==> src/rtl/ket_pkg.sv <==
package ket_pkg;

    localparam logic [1:0] CMD_EVENT = 2'd0;
    localparam logic [1:0] CMD_QUERY = 2'd1;
    localparam logic [1:0] CMD_CLR_HIST = 2'd2;
    localparam logic [1:0] CMD_CLR_ALL = 2'd3;

    localparam logic [7:0] KEY_BACKSPACE = 8'h08;
    localparam int KEY_COUNT = 256;

    // history depth: fill and pointer widths are sized for it
    localparam int HISTORY_DEPTH = 128;

    localparam logic [2:0] REG_EVENTS_EN = 3'd0;
    localparam logic [2:0] REG_BKSP_EDIT = 3'd1;
    localparam logic [2:0] REG_RANGE_CNT = 3'd2;
    localparam logic [2:0] REG_RANGE_A = 3'd3;
    localparam logic [2:0] REG_RANGE_B = 3'd4;
    localparam logic [2:0] REG_PATTERN = 3'd5;
    localparam logic [2:0] REG_MATCH_LEN = 3'd6;

    // history operation decided by the front end
    localparam logic [1:0] HOP_NONE = 2'd0;
    localparam logic [1:0] HOP_PUSH = 2'd1;
    localparam logic [1:0] HOP_POP = 2'd2;
    localparam logic [1:0] HOP_CLEAR = 2'd3;

    typedef struct packed {
        logic [1:0] hop;
        logic [7:0] key;
        logic       reported;
        logic       down;
        logic       pressed;
        logic       released;
    } t_job;

endpackage

==> src/rtl/ket_front.sv <==
// Key flag tracking and command classification.
// Flags live in a 256 x 3 memory; clear all and reset sweep it to zero.
module ket_front #(
    parameter int RANGE_SLOTS = 2
) (
    input  logic            i_clk,
    input  logic            i_rst_n,
    input  logic            i_go,
    input  logic [1:0]      i_command,
    input  logic [7:0]      i_key,
    input  logic            i_pressed,
    input  logic            i_events_enabled,
    input  logic            i_backspace_editing,
    input  logic [1:0]      i_range_count,
    input  logic [15:0]     i_range_a,
    input  logic [15:0]     i_range_b,
    output logic            o_clearing,
    output logic            o_job_valid,
    output ket_pkg::t_job   o_job
);

    localparam int MAX_RANGES = (RANGE_SLOTS < 2) ? RANGE_SLOTS : 2;

    localparam logic [1:0] FS_CLEAR = 2'd0;
    localparam logic [1:0] FS_IDLE = 2'd1;
    localparam logic [1:0] FS_UPDATE = 2'd2;

    // per key: {down, pressed, released}
    logic [2:0]    r_flags [ket_pkg::KEY_COUNT];
    logic [2:0]    r_rd;
    logic [1:0]    r_state;
    logic [7:0]    r_clr_addr;
    logic [1:0]    r_cmd;
    logic [7:0]    r_key;
    logic          r_prs;
    logic          r_job_valid;
    ket_pkg::t_job r_job, n_job;

    logic       cur_d, cur_p, cur_r, accepted;
    logic [1:0] n_used;
    logic       flag_we;
    logic [7:0] flag_wa;
    logic [2:0] flag_wd;

    always_comb begin
        n_used = (i_range_count > 2'(MAX_RANGES)) ? 2'(MAX_RANGES) : i_range_count;
        accepted = (n_used == 2'd0)
            || (n_used >= 2'd1 && r_key >= i_range_a[7:0] && r_key <= i_range_a[15:8])
            || (n_used >= 2'd2 && r_key >= i_range_b[7:0] && r_key <= i_range_b[15:8]);
    end

    always_comb begin
        cur_d = r_rd[2];
        cur_p = r_rd[1];
        cur_r = r_rd[0];
        n_job = '0;
        n_job.key = r_key;
        n_job.hop = ket_pkg::HOP_NONE;
        flag_we = 1'b0;
        flag_wa = r_key;
        unique case (r_cmd)
            ket_pkg::CMD_EVENT: begin
                if (r_prs) begin
                    if (!cur_d) begin
                        cur_d = 1'b1;
                        cur_p = 1'b1;
                        cur_r = 1'b0;
                        if (i_events_enabled) begin
                            n_job.reported = 1'b1;
                            if (i_backspace_editing && r_key == ket_pkg::KEY_BACKSPACE) begin
                                n_job.hop = ket_pkg::HOP_POP;
                            end else if (accepted) begin
                                n_job.hop = ket_pkg::HOP_PUSH;
                            end
                        end
                    end else begin
                        cur_p = 1'b0;
                    end
                end else begin
                    if (cur_d) begin
                        cur_d = 1'b0;
                        cur_p = 1'b0;
                        cur_r = 1'b1;
                        n_job.reported = i_events_enabled;
                    end else begin
                        cur_r = 1'b0;
                    end
                end
                flag_we = (r_state == FS_UPDATE);
            end
            ket_pkg::CMD_QUERY: begin
            end
            ket_pkg::CMD_CLR_HIST: begin
                n_job.hop = ket_pkg::HOP_CLEAR;
            end
            ket_pkg::CMD_CLR_ALL: begin
                // flags are wiped by the sweep that follows
                cur_d = 1'b0;
                cur_p = 1'b0;
                cur_r = 1'b0;
                n_job.hop = ket_pkg::HOP_CLEAR;
            end
            default: begin
            end
        endcase
        flag_wd = {cur_d, cur_p, cur_r};
        if (r_state == FS_CLEAR) begin
            flag_we = 1'b1;
            flag_wa = r_clr_addr;
            flag_wd = '0;
        end
        n_job.down = cur_d;
        n_job.pressed = cur_p;
        n_job.released = cur_r;
    end

    // read at the accept edge, write on update or sweep
    always_ff @(posedge i_clk) begin
        r_rd <= r_flags[i_key];
        if (flag_we) begin
            r_flags[flag_wa] <= flag_wd;
        end
    end

    always_ff @(posedge i_clk) begin
        if (!i_rst_n) begin
            r_state <= FS_CLEAR;
            r_clr_addr <= '0;
            r_job_valid <= 1'b0;
            r_cmd <= ket_pkg::CMD_QUERY;
            r_key <= '0;
            r_prs <= 1'b0;
        end else begin
            r_job_valid <= 1'b0;
            unique case (r_state)
                FS_CLEAR: begin
                    r_clr_addr <= r_clr_addr + 8'd1;
                    if (r_clr_addr == 8'hFF) begin
                        r_state <= FS_IDLE;
                    end
                end
                FS_IDLE: begin
                    if (i_go) begin
                        r_cmd <= i_command;
                        r_key <= i_key;
                        r_prs <= i_pressed;
                        r_state <= FS_UPDATE;
                    end
                end
                FS_UPDATE: begin
                    r_job_valid <= 1'b1;
                    r_state <= (r_cmd == ket_pkg::CMD_CLR_ALL) ? FS_CLEAR : FS_IDLE;
                end
                default: r_state <= FS_IDLE;
            endcase
        end
    end

    always_ff @(posedge i_clk) begin
        if (r_state == FS_UPDATE) begin
            r_job <= n_job;
        end
    end

    assign o_clearing = (r_state == FS_CLEAR);
    assign o_job_valid = r_job_valid;
    assign o_job = r_job;

endmodule

==> src/rtl/ket_back.sv <==
// History update and pattern match: one memory read per cycle.
module ket_back #(
    parameter int PATTERN_BYTES = 8,
    localparam int AW = $clog2(ket_pkg::HISTORY_DEPTH),
    localparam int CW = $clog2(ket_pkg::HISTORY_DEPTH + 1)
) (
    input  logic            i_clk,
    input  logic            i_rst_n,
    input  logic            i_job_valid,
    input  ket_pkg::t_job   i_job,
    output logic            o_job_ready,
    input  logic [63:0]     i_pattern,
    input  logic [3:0]      i_match_length,
    output logic            o_valid,
    output logic            o_event_reported,
    output logic            o_key_down,
    output logic            o_key_pressed,
    output logic            o_key_released,
    output logic [7:0]      o_history_fill,
    output logic [7:0]      o_newest_key,
    output logic            o_pattern_match
);

    localparam logic [1:0] ST_IDLE = 2'd0;
    localparam logic [1:0] ST_READ = 2'd1;
    localparam logic [1:0] ST_CHECK = 2'd2;
    localparam logic [1:0] ST_DONE = 2'd3;

    logic [7:0]    r_mem [ket_pkg::HISTORY_DEPTH];
    logic [7:0]    r_rdata;
    logic [AW-1:0] r_head;
    logic [CW-1:0] r_count;
    logic [1:0]    r_state;
    logic [3:0]    r_idx;
    logic [3:0]    r_len;
    logic          r_match;
    logic [7:0]    r_newest;
    ket_pkg::t_job r_job;
    logic          r_valid;

    logic [AW-1:0] rd_addr;
    logic [7:0]    want;
    logic [3:0]    len_sat;

    assign len_sat = (i_match_length > 4'(PATTERN_BYTES)) ? 4'(PATTERN_BYTES) : i_match_length;
    assign rd_addr = r_head - AW'(1) - AW'(r_idx);
    assign want = i_pattern[8*r_idx[2:0] +: 8];
    assign o_job_ready = (r_state == ST_IDLE);

    always_ff @(posedge i_clk) begin
        r_rdata <= r_mem[rd_addr];
        if (r_state == ST_IDLE && i_job_valid && i_job.hop == ket_pkg::HOP_PUSH) begin
            r_mem[r_head] <= i_job.key;
        end
    end

    always_ff @(posedge i_clk) begin
        if (!i_rst_n) begin
            r_state <= ST_IDLE;
            r_head <= '0;
            r_count <= '0;
            r_valid <= 1'b0;
        end else begin
            r_valid <= 1'b0;
            unique case (r_state)
                ST_IDLE: begin
                    if (i_job_valid) begin
                        r_job <= i_job;
                        r_idx <= '0;
                        r_match <= 1'b1;
                        r_newest <= 8'd0;
                        r_state <= ST_READ;
                        unique case (i_job.hop)
                            ket_pkg::HOP_PUSH: begin
                                r_head <= r_head + AW'(1);
                                if (r_count < CW'(ket_pkg::HISTORY_DEPTH)) begin
                                    r_count <= r_count + CW'(1);
                                end
                            end
                            ket_pkg::HOP_POP: begin
                                if (r_count != '0) begin
                                    r_head <= r_head - AW'(1);
                                    r_count <= r_count - CW'(1);
                                end
                            end
                            ket_pkg::HOP_CLEAR: begin
                                r_head <= '0;
                                r_count <= '0;
                            end
                            default: begin
                            end
                        endcase
                    end
                end
                ST_READ: begin
                    r_len <= len_sat;
                    if (32'(len_sat) > 32'(r_count)) begin
                        r_match <= 1'b0;
                    end
                    r_state <= ST_CHECK;
                end
                ST_CHECK: begin
                    // r_rdata holds entry r_idx back from newest
                    if (r_idx == 4'd0 && r_count != '0) begin
                        r_newest <= r_rdata;
                    end
                    if (r_idx < r_len && want != 8'd0 && want != r_rdata) begin
                        r_match <= 1'b0;
                    end
                    if (r_idx + 4'd1 >= r_len) begin
                        r_state <= ST_DONE;
                    end else begin
                        r_idx <= r_idx + 4'd1;
                        r_state <= ST_READ;
                    end
                end
                ST_DONE: begin
                    r_valid <= 1'b1;
                    r_state <= ST_IDLE;
                end
                default: r_state <= ST_IDLE;
            endcase
        end
    end

    assign o_valid = r_valid;
    assign o_event_reported = r_job.reported;
    assign o_key_down = r_job.down;
    assign o_key_pressed = r_job.pressed;
    assign o_key_released = r_job.released;
    assign o_history_fill = 8'(r_count);
    assign o_newest_key = r_newest;
    assign o_pattern_match = r_match;

endmodule

==> src/rtl/key_event_tracker_with_history_match_core.sv <==
// From start to o_valid: flag read and update, then one history read and compare per
// byte, for max(match_length, 1) bytes with match_length capped at 8.
// One word at a time: a new word is accepted only after the last result; clear all
// state adds a flag sweep with busy high.
// Reset (i_rst_n low, synchronous) clears registers and history pointers, then sweeps
// the key flags with busy high. The receiver cannot stall.
module key_event_tracker_with_history_match_core #(
    parameter int PATTERN_BYTES = 8,
    parameter int RANGE_SLOTS = 2
) (
    input  logic        i_clk,
    input  logic        i_rst_n,
    input  logic        start,
    output logic        busy,
    input  logic [1:0]  i_command,
    input  logic [7:0]  i_key,
    input  logic        i_pressed,
    output logic        o_valid,
    output logic        o_event_reported,
    output logic        o_key_down,
    output logic        o_key_pressed,
    output logic        o_key_released,
    output logic [7:0]  o_history_fill,
    output logic [7:0]  o_newest_key,
    output logic        o_pattern_match,
    input  logic        psel,
    input  logic        penable,
    input  logic        pwrite,
    input  logic [5:0]  paddr,
    input  logic [63:0] pwdata,
    output logic [63:0] prdata,
    output logic        pready
);

    // Configuration registers, 8-byte stride (the pattern is 64 bits).
    logic        r_events_enabled;
    logic        r_backspace_editing;
    logic [1:0]  r_range_count;
    logic [15:0] r_range_a;
    logic [15:0] r_range_b;
    logic [63:0] r_pattern;
    logic [3:0]  r_match_length;

    logic [2:0] reg_idx;
    assign reg_idx = paddr[5:3];
    assign pready = 1'b1;

    always_ff @(posedge i_clk) begin
        if (!i_rst_n) begin
            r_events_enabled <= 1'b0;
            r_backspace_editing <= 1'b0;
            r_range_count <= '0;
            r_range_a <= '0;
            r_range_b <= '0;
            r_pattern <= '0;
            r_match_length <= '0;
        end else if (psel && penable && pwrite) begin
            unique case (reg_idx)
                ket_pkg::REG_EVENTS_EN: r_events_enabled <= pwdata[0];
                ket_pkg::REG_BKSP_EDIT: r_backspace_editing <= pwdata[0];
                ket_pkg::REG_RANGE_CNT: r_range_count <= pwdata[1:0];
                ket_pkg::REG_RANGE_A: r_range_a <= pwdata[15:0];
                ket_pkg::REG_RANGE_B: r_range_b <= pwdata[15:0];
                ket_pkg::REG_PATTERN: r_pattern <= pwdata;
                ket_pkg::REG_MATCH_LEN: r_match_length <= pwdata[3:0];
                default: begin
                end
            endcase
        end
    end

    always_comb begin
        unique case (reg_idx)
            ket_pkg::REG_EVENTS_EN: prdata = {63'd0, r_events_enabled};
            ket_pkg::REG_BKSP_EDIT: prdata = {63'd0, r_backspace_editing};
            ket_pkg::REG_RANGE_CNT: prdata = {62'd0, r_range_count};
            ket_pkg::REG_RANGE_A: prdata = {48'd0, r_range_a};
            ket_pkg::REG_RANGE_B: prdata = {48'd0, r_range_b};
            ket_pkg::REG_PATTERN: prdata = r_pattern;
            ket_pkg::REG_MATCH_LEN: prdata = {60'd0, r_match_length};
            default: prdata = '0;
        endcase
    end

    // One word in flight: busy from accept until the result strobe,
    // and while the front sweeps its flag memory.
    logic r_busy;
    logic front_clearing;
    logic go;
    assign busy = r_busy || front_clearing;
    assign go = start && !busy;

    always_ff @(posedge i_clk) begin
        if (!i_rst_n) begin
            r_busy <= 1'b0;
        end else if (go) begin
            r_busy <= 1'b1;
        end else if (o_valid) begin
            r_busy <= 1'b0;
        end
    end

    // Front: key flags and classification; hands a job word to the back end.
    logic          job_valid;
    logic          job_ready;
    ket_pkg::t_job job;

    ket_front #(
        .RANGE_SLOTS(RANGE_SLOTS)
    ) u_front (
        .i_clk              (i_clk),
        .i_rst_n            (i_rst_n),
        .i_go               (go),
        .i_command          (i_command),
        .i_key              (i_key),
        .i_pressed          (i_pressed),
        .i_events_enabled   (r_events_enabled),
        .i_backspace_editing(r_backspace_editing),
        .i_range_count      (r_range_count),
        .i_range_a          (r_range_a),
        .i_range_b          (r_range_b),
        .o_clearing         (front_clearing),
        .o_job_valid        (job_valid),
        .o_job              (job)
    );

    // Back: history memory update, newest readout and pattern compare.
    ket_back #(
        .PATTERN_BYTES(PATTERN_BYTES)
    ) u_back (
        .i_clk           (i_clk),
        .i_rst_n         (i_rst_n),
        .i_job_valid     (job_valid && job_ready),
        .i_job           (job),
        .o_job_ready     (job_ready),
        .i_pattern       (r_pattern),
        .i_match_length  (r_match_length),
        .o_valid         (o_valid),
        .o_event_reported(o_event_reported),
        .o_key_down      (o_key_down),
        .o_key_pressed   (o_key_pressed),
        .o_key_released  (o_key_released),
        .o_history_fill  (o_history_fill),
        .o_newest_key    (o_newest_key),
        .o_pattern_match (o_pattern_match)
    );

endmodule

==> config.mk <==
export PLATFORM = sky130hd
export DESIGN_NAME = key_event_tracker_with_history_match_core
export DESIGN_NICKNAME = d
export VERILOG_FILES = /design/src/rtl/ket_pkg.sv /design/src/rtl/ket_front.sv /design/src/rtl/ket_back.sv /design/src/rtl/key_event_tracker_with_history_match_core.sv
export SDC_FILE = /design/constraint.sdc
export NUM_CORES = 2
export LEC_CHECK = 0
export BUFFER_PORTS_ARGS = -buffer_cell sky130_fd_sc_hd__buf_2
export CORE_ASPECT_RATIO = 0.5
export CORE_MARGIN = 2
export CORE_UTILIZATION = 55
export DETAILED_ROUTE_END_ITERATION = 10
export HOLD_SLACK_MARGIN = 0.06
export PLACE_DENSITY = 0.81
export SYNTH_ARGS = -nofsm -noshare
export SYNTH_HDL_FRONTEND = slang
export SYNTH_SLANG_ARGS = --single-unit
export TNS_END_PERCENT = 10
==> constraint.sdc <==
create_clock -name i_clk -period 17.3 [get_ports i_clk]
set_clock_uncertainty 0.2 [all_clocks]
set_input_delay 3.46 -clock i_clk [delete_from_list [all_inputs] [get_ports i_clk]]
set_output_delay 3.46 -clock i_clk [all_outputs]
set_load 0.01 [all_outputs]
# Yosys cells after proc, flatten, opt, wreduce, memory -nomap -nowiden
# Memory sizes are Yosys's and may differ from the RTL's. A register that Yosys moved wholly into a read port is not among the register bits.
# Cells that the tools add are included.
dict set report op_classes {
  addsub 7
  n_lt_le_gt_ge 12
  n_eq_ne 28
  shift 1
  muxes 57
  n_reduce_logical 47
}
# operator n
set ops {}
lappend ops {{$pmux 64 s7} 1}
lappend ops {{$shiftx 64x7->8} 1}
lappend ops {{$mux 8} 5}
lappend ops {{$mux 1} 26}
lappend ops {{$pmux 8 s3} 1}
lappend ops {{$pmux 7 s3} 1}
lappend ops {{$reduce_and 2->1} 10}
lappend ops {{$mux 2} 9}
lappend ops {{$add 8x1->8 const B} 2}
lappend ops {{$ge 8x8->1} 2}
lappend ops {{$le 8x8->1} 2}
lappend ops {{$pmux 8 s2} 1}
lappend ops {{$reduce_bool 8->1} 2}
lappend ops {{$eq 2x2->1 const B} 7}
lappend ops {{$logic_and 1x1->1} 14}
lappend ops {{$mux 4} 3}
lappend ops {{$ne 2x1->1 const B} 6}
lappend ops {{$reduce_and 4->1} 3}
lappend ops {{$reduce_and 5->1} 2}
lappend ops {{$eq 3x3->1 const B} 3}
lappend ops {{$eq 8x4->1 const B} 1}
lappend ops {{$eq 8x8->1 const B} 1}
lappend ops {{$gt 4x8->1} 1}
lappend ops {{$logic_not 2->1} 4}
lappend ops {{33 further kinds} 44}
dict set report totals {
  regBits 180
  ram_bits 1792
  inputBits 87
  output_inout_bits 88
  elab_cells 186
  mem_count 2
}
# name words width read_ports rd_ports_with_merged_regs wr line_no
set memory_table {}
lappend memory_table {u_back.r_mem 128 8 1 1 1 ket_back.sv:29} ;# logic [7:0] r_mem [ket_pkg::HISTORY_DEPTH];
lappend memory_table {u_front.r_flags 256 3 1 1 1 ket_front.sv:29} ;# logic [2:0] r_flags [ket_pkg::KEY_COUNT];

# Longest topological paths before layout
dict set report logic_depth {
  ltp_word 13
  ltp_mapped 14
  mapped_depth_nobuf 12
}

# Hierarchy
# Synthesis repeated with hierarchy kept, for this count alone.
dict set report hier_totals {
  cells_unflattened 4524
  area_unflattened_um2 81236.7
}
# module n_inst cells_per_inst area_per_inst_um2 seq_area_each_um2
set modules_own_cells {}
lappend modules_own_cells {ket_back 1 2105 43344.1 31900.6}
lappend modules_own_cells {ket_front 1 1876 33051.7 23983.0}
lappend modules_own_cells {key_event_tracker_with_history_match_core 1 543 4840.9 2102.0}

# Worst setup path after synthesis
# No wires, ideal clock.
dict set report synth_path {
  path_type {register -> register}
  start {register u_front.r_cmd[0]}
  end {memory u_front.r_flags[0][1] (data pin)}
  setup_ns 2.097
  arrival_ns 10.547
  t_required_ns 15.003
  setup_slack_ns 4.456
  path_stages_with_launch 6
  path_buffers 0
  synth_period_minus_slack_ns 12.844
  cell_sequence {dfxtp_1 inv_1 ha_1 inv_1 a21oi_1 nor3_1}
}
dict set report synth_between {
  elab_chain_len 3
  elab_cells_between_ends 4
  classes_between {eq/ne (1); mux (2); reduce/logical (1)}
}
# item line_no
set synth_rtl {}
lappend synth_rtl {{start: declaration} ket_front.sv:33} ;# logic [1:0] r_cmd;
lappend synth_rtl {{start signal: assignment} ket_front.sv:130} ;# r_cmd <= ket_pkg::CMD_QUERY;
lappend synth_rtl {{start signal: assignment} ket_front.sv:144} ;# r_cmd <= i_command;
lappend synth_rtl {{$eq 2x2->1 or $logic_not 2->1 (tied branches)} ket_front.sv:61} ;# unique case (r_cmd)
lappend synth_rtl {{$pmux 1 s2 (*)} ket_front.sv:61}
lappend synth_rtl {{$mux 3 (*)} ket_front.sv:107} ;# if (r_state == FS_CLEAR) begin
lappend synth_rtl {{net u_front.flag_wd[1]} ket_front.sv:43} ;# logic [2:0] flag_wd;
lappend synth_rtl {{end: declaration} ket_front.sv:29}
# Mark *: on every way through the listed nets, which the timed path passes. The rest lies on a longest branch.

# Final worst setup path
dict set report layout_path {
  start {input port paddr[3]}
  end {output port prdata[8]}
}
dict set report layout_between {
  elab_chain_len 2
  elab_cells_between_ends 8
  classes_between {eq/ne (6); mux (1); reduce/logical (1)}
}
# item line_no
set layout_rtl {}
lappend layout_rtl {{start: declaration} key_event_tracker_with_history_match_core.sv:29} ;# input logic [5:0] paddr,
lappend layout_rtl {{$eq 3x3->1, or another cell as far along} key_event_tracker_with_history_match_core.sv:73} ;# unique case (reg_idx)
lappend layout_rtl {{$pmux 64 s7 (*)} key_event_tracker_with_history_match_core.sv:73}
lappend layout_rtl {{end: declaration} key_event_tracker_with_history_match_core.sv:31} ;# output logic [63:0] prdata,
# Mark *: on every way between the ends. The rest lies on a longest branch, timed or not.

==> flow_summary.toml <==
[cells_and_area]
fill_cells = 9539
final_cell_mix = "edfxtp_1 (1827), mux4_2 (513), nor2_1 (446)"
area_delta_synth_final_pct = 10.6
instances_no_fill = 6622
drive_gt1_frac = 0.218
final_nets = 4730
layout.cells.most_common = "edfxtp_1"

[critical_path]
critPathRequiredTime_ps = 13640
endpoint_kind = "output port"
critPathKind = "primary input to output port"
critPathBufInv = 3
cp_data_arrival_time_ps = 5700
crit_family = "buffers and inverters"
crit_top_cell = "buf_2"
critPathLaunchType = "primary input"
crit_fanout = 25
crit_chain = "buf_2 -> inv_1 -> nor2_1 -> nand2_1 -> o21ai_0 -> buf_2"
rrSetupSlack_ps = 11060
critical-path-max-stage-delay_ps = 920
critPathSlowestCell = "nor2_1"

[yosys]
syn-mean-instance-area_um2 = 18.1
yosysSeqAreaShare = 0.726
synth_area_um2 = 79800
netlist_instances = 4420
synth-seq-cells = 1983
yosysTopAreaCell = "edfxtp_1"
async_reset_ff_frac = 0
yosysUniqueCellTypes = 60
synth_warnings = 0
synth-edff-count = 1827
ys.flop_type = "edfxtp_1"
synth_top_area_share = 0.687
synth_area_leaders = "edfxtp_1 (69%), mux4_2 (14%), dfxtp_1 (3.9%)"
syn_nets = 4576

[clock_tree]
cts_setup_buffers = 0
clk_latency_ps = 800
cts_resized = 0
ctsHtreeMaxLevel = 4
root_buffer = "clkbuf_16"
clock_path_buffers = 3
cts_hold_buf = 0
cts_buffers = 164
cts_tree = "yes"
cts_sinks = 1983
clk_pin_slew_ps = 70

[timing]
finalSetupViolations = 0
rsz0062_at_grt = "no"
hold_viol_final = 0
max_slew_margin = 0.147
holdWs_ps = 226
setup_tns_ps = 0
fmax_mhz = 107
tightestPinTransition_ps = 1280
fin_crit_sh = 0.541
drv_slew = 0
min_period_ps = 9360

[global_routing]
grt_pass1_wl_mm = 288
antenna_found_initial = 15
globalRoute.totalOverflow = 0
grt_pass1_vias = 43900
grt_max_degree = 257
grt_usage = 0.263

[floorplanning]
die_w_um = 543
rows = 98
die_area_um2 = 148000
io_pins = 175
initial_core_util = 0.557
die_h_um = 273
core_um2 = 143000

[routing]
post_drt_wl_per_cell_um = 29.2
route.vias.total = 43700
drt-pass1-iter-count = 8
drc_errors = 0
routed_wirelength_mm = 193
dr.first_iter.drc_count = 6740
postRouteAntennaNets = 0
viasPerCell = 6.60

[power_and_ir_drop]
p_leak_nw = 27.5
ir_drop_uv = 97.2
power_density_nw_per_um2 = 105

[place]
dp_hpwl_mm = 108
io_buffers = 170
gp_congestion = 0.895
dp_cells = 6308

[status]
status = "completed"

[run]
drv_cap = 0

[min_path]
hold_path.class = "flop to flop"
## final timing paths
kind,to,depth (start not counted),from
setup / recovery,prdata[8],6,paddr[3]
hold / removal,u_back.o_event_reported,0,u_front.o_job[3]
setup reg to reg,u_back.r_rdata[1],9,u_back.r_idx[1]
hold reg to reg,u_back.o_event_reported,0,u_front.o_job[3]
## registers in the layout (all words and copies together) (netlist names), 2 cells and up
signal	count
u_back.r_mem	1024
u_front.r_flags	768
r_pattern	64
r_range_a	16
r_range_b	16
u_front.o_job	14
u_back.o_history_fill	8
u_back.o_newest_key	8
u_back.r_rdata	8
u_front.r_clr_addr	8
u_front.r_key	8
u_back.r_head	7
r_match_length	4
u_back.r_idx	4
u_back.r_len	4
u_front.r_rd	3
r_range_count	2
u_back.r_state	2
u_front.r_cmd	2
u_front.r_state	2
## where the power goes
part	internal [W]	switching (W)	leakage (nW)	total (W)
clock network	0.00215	0.00175	2.72	0.00390
logic	0.0000709	0.000115	7.70	0.000186
registers	0.00516	0.00000704	17.1	0.00516
## layer usage
metal  share of wire  wire length, um  GRT usage
met5         0.00023               44          0
met4           0.040             7830      0.105
met3            0.10            19800     0.0531
met2            0.49            95400      0.429
met1            0.36            70400      0.350
## logic make-up after synthesis
family,count (synthesis),share of synthesized area
flops,1983,0.726
simple gates,1019,0.0544
mux,632,0.160
compound gates,370,0.0287
buf+inv,312,0.0159
fa+ha+maj,69,0.0110
xor+xnor,34,0.00392
other cells,1,0.0000470
## synth_stat cells (43+ instances only)
master,count
edfxtp_1,1827
mux4_2,513
nor2_1,448
nand2_1,345
clkbuf_1,163
dfxtp_1,156
a21oi_1,155
mux2i_1,114
ha_1,67
and2_1,66
buf_2,61
inv_1,58
nand3_1,48
a22oi_1,44
o21ai_0,43
## metrics by stage
| stage | worst slack (ps) | util | power [W] | cell area [um2] |
|---|---|---|---|---|
| finish | 7940 | 0.615 | 0.00925 | 88300 |
| global route | 7670 | 0.615 | 0.00945 | 88300 |
| CTS | 7990 | 0.615 | 0.00927 | 88300 |
| detailed placement | 8010 | 0.577 | 0.00545 | 82700 |
| global placement | 8040 | 0.577 | 0.00545 | 82700 |
| floorplan | 4460 | - | 0.00539 | 79800 |
## cell type report
type | instances | area [um2] | area share
multi-input cells | 2125 | 20700 | 0.234
well taps | 1900 | 2380 | 0.0269
inverters | 60 | 228 | 0.00258
repair buffers | 240 | 1450 | 0.0164
clock inverters | 98 | 1080 | 0.0122
diodes | 6 | 15.0 | 0.000170
flip-flops and latches | 1983 | 58000 | 0.657
clock buffers | 210 | 4460 | 0.0506
## worst reg2reg max path: cells and delay by family (launching register included)
kind / cells / cell delay [ps]
mux: 3 / 1700
buf+inv: 3 / 1520
fa+ha+maj: 1 / 1170
flops: 1 / 1040
compound gates: 2 / 460
No activity file was read; power rests on OpenSTA's default activity.
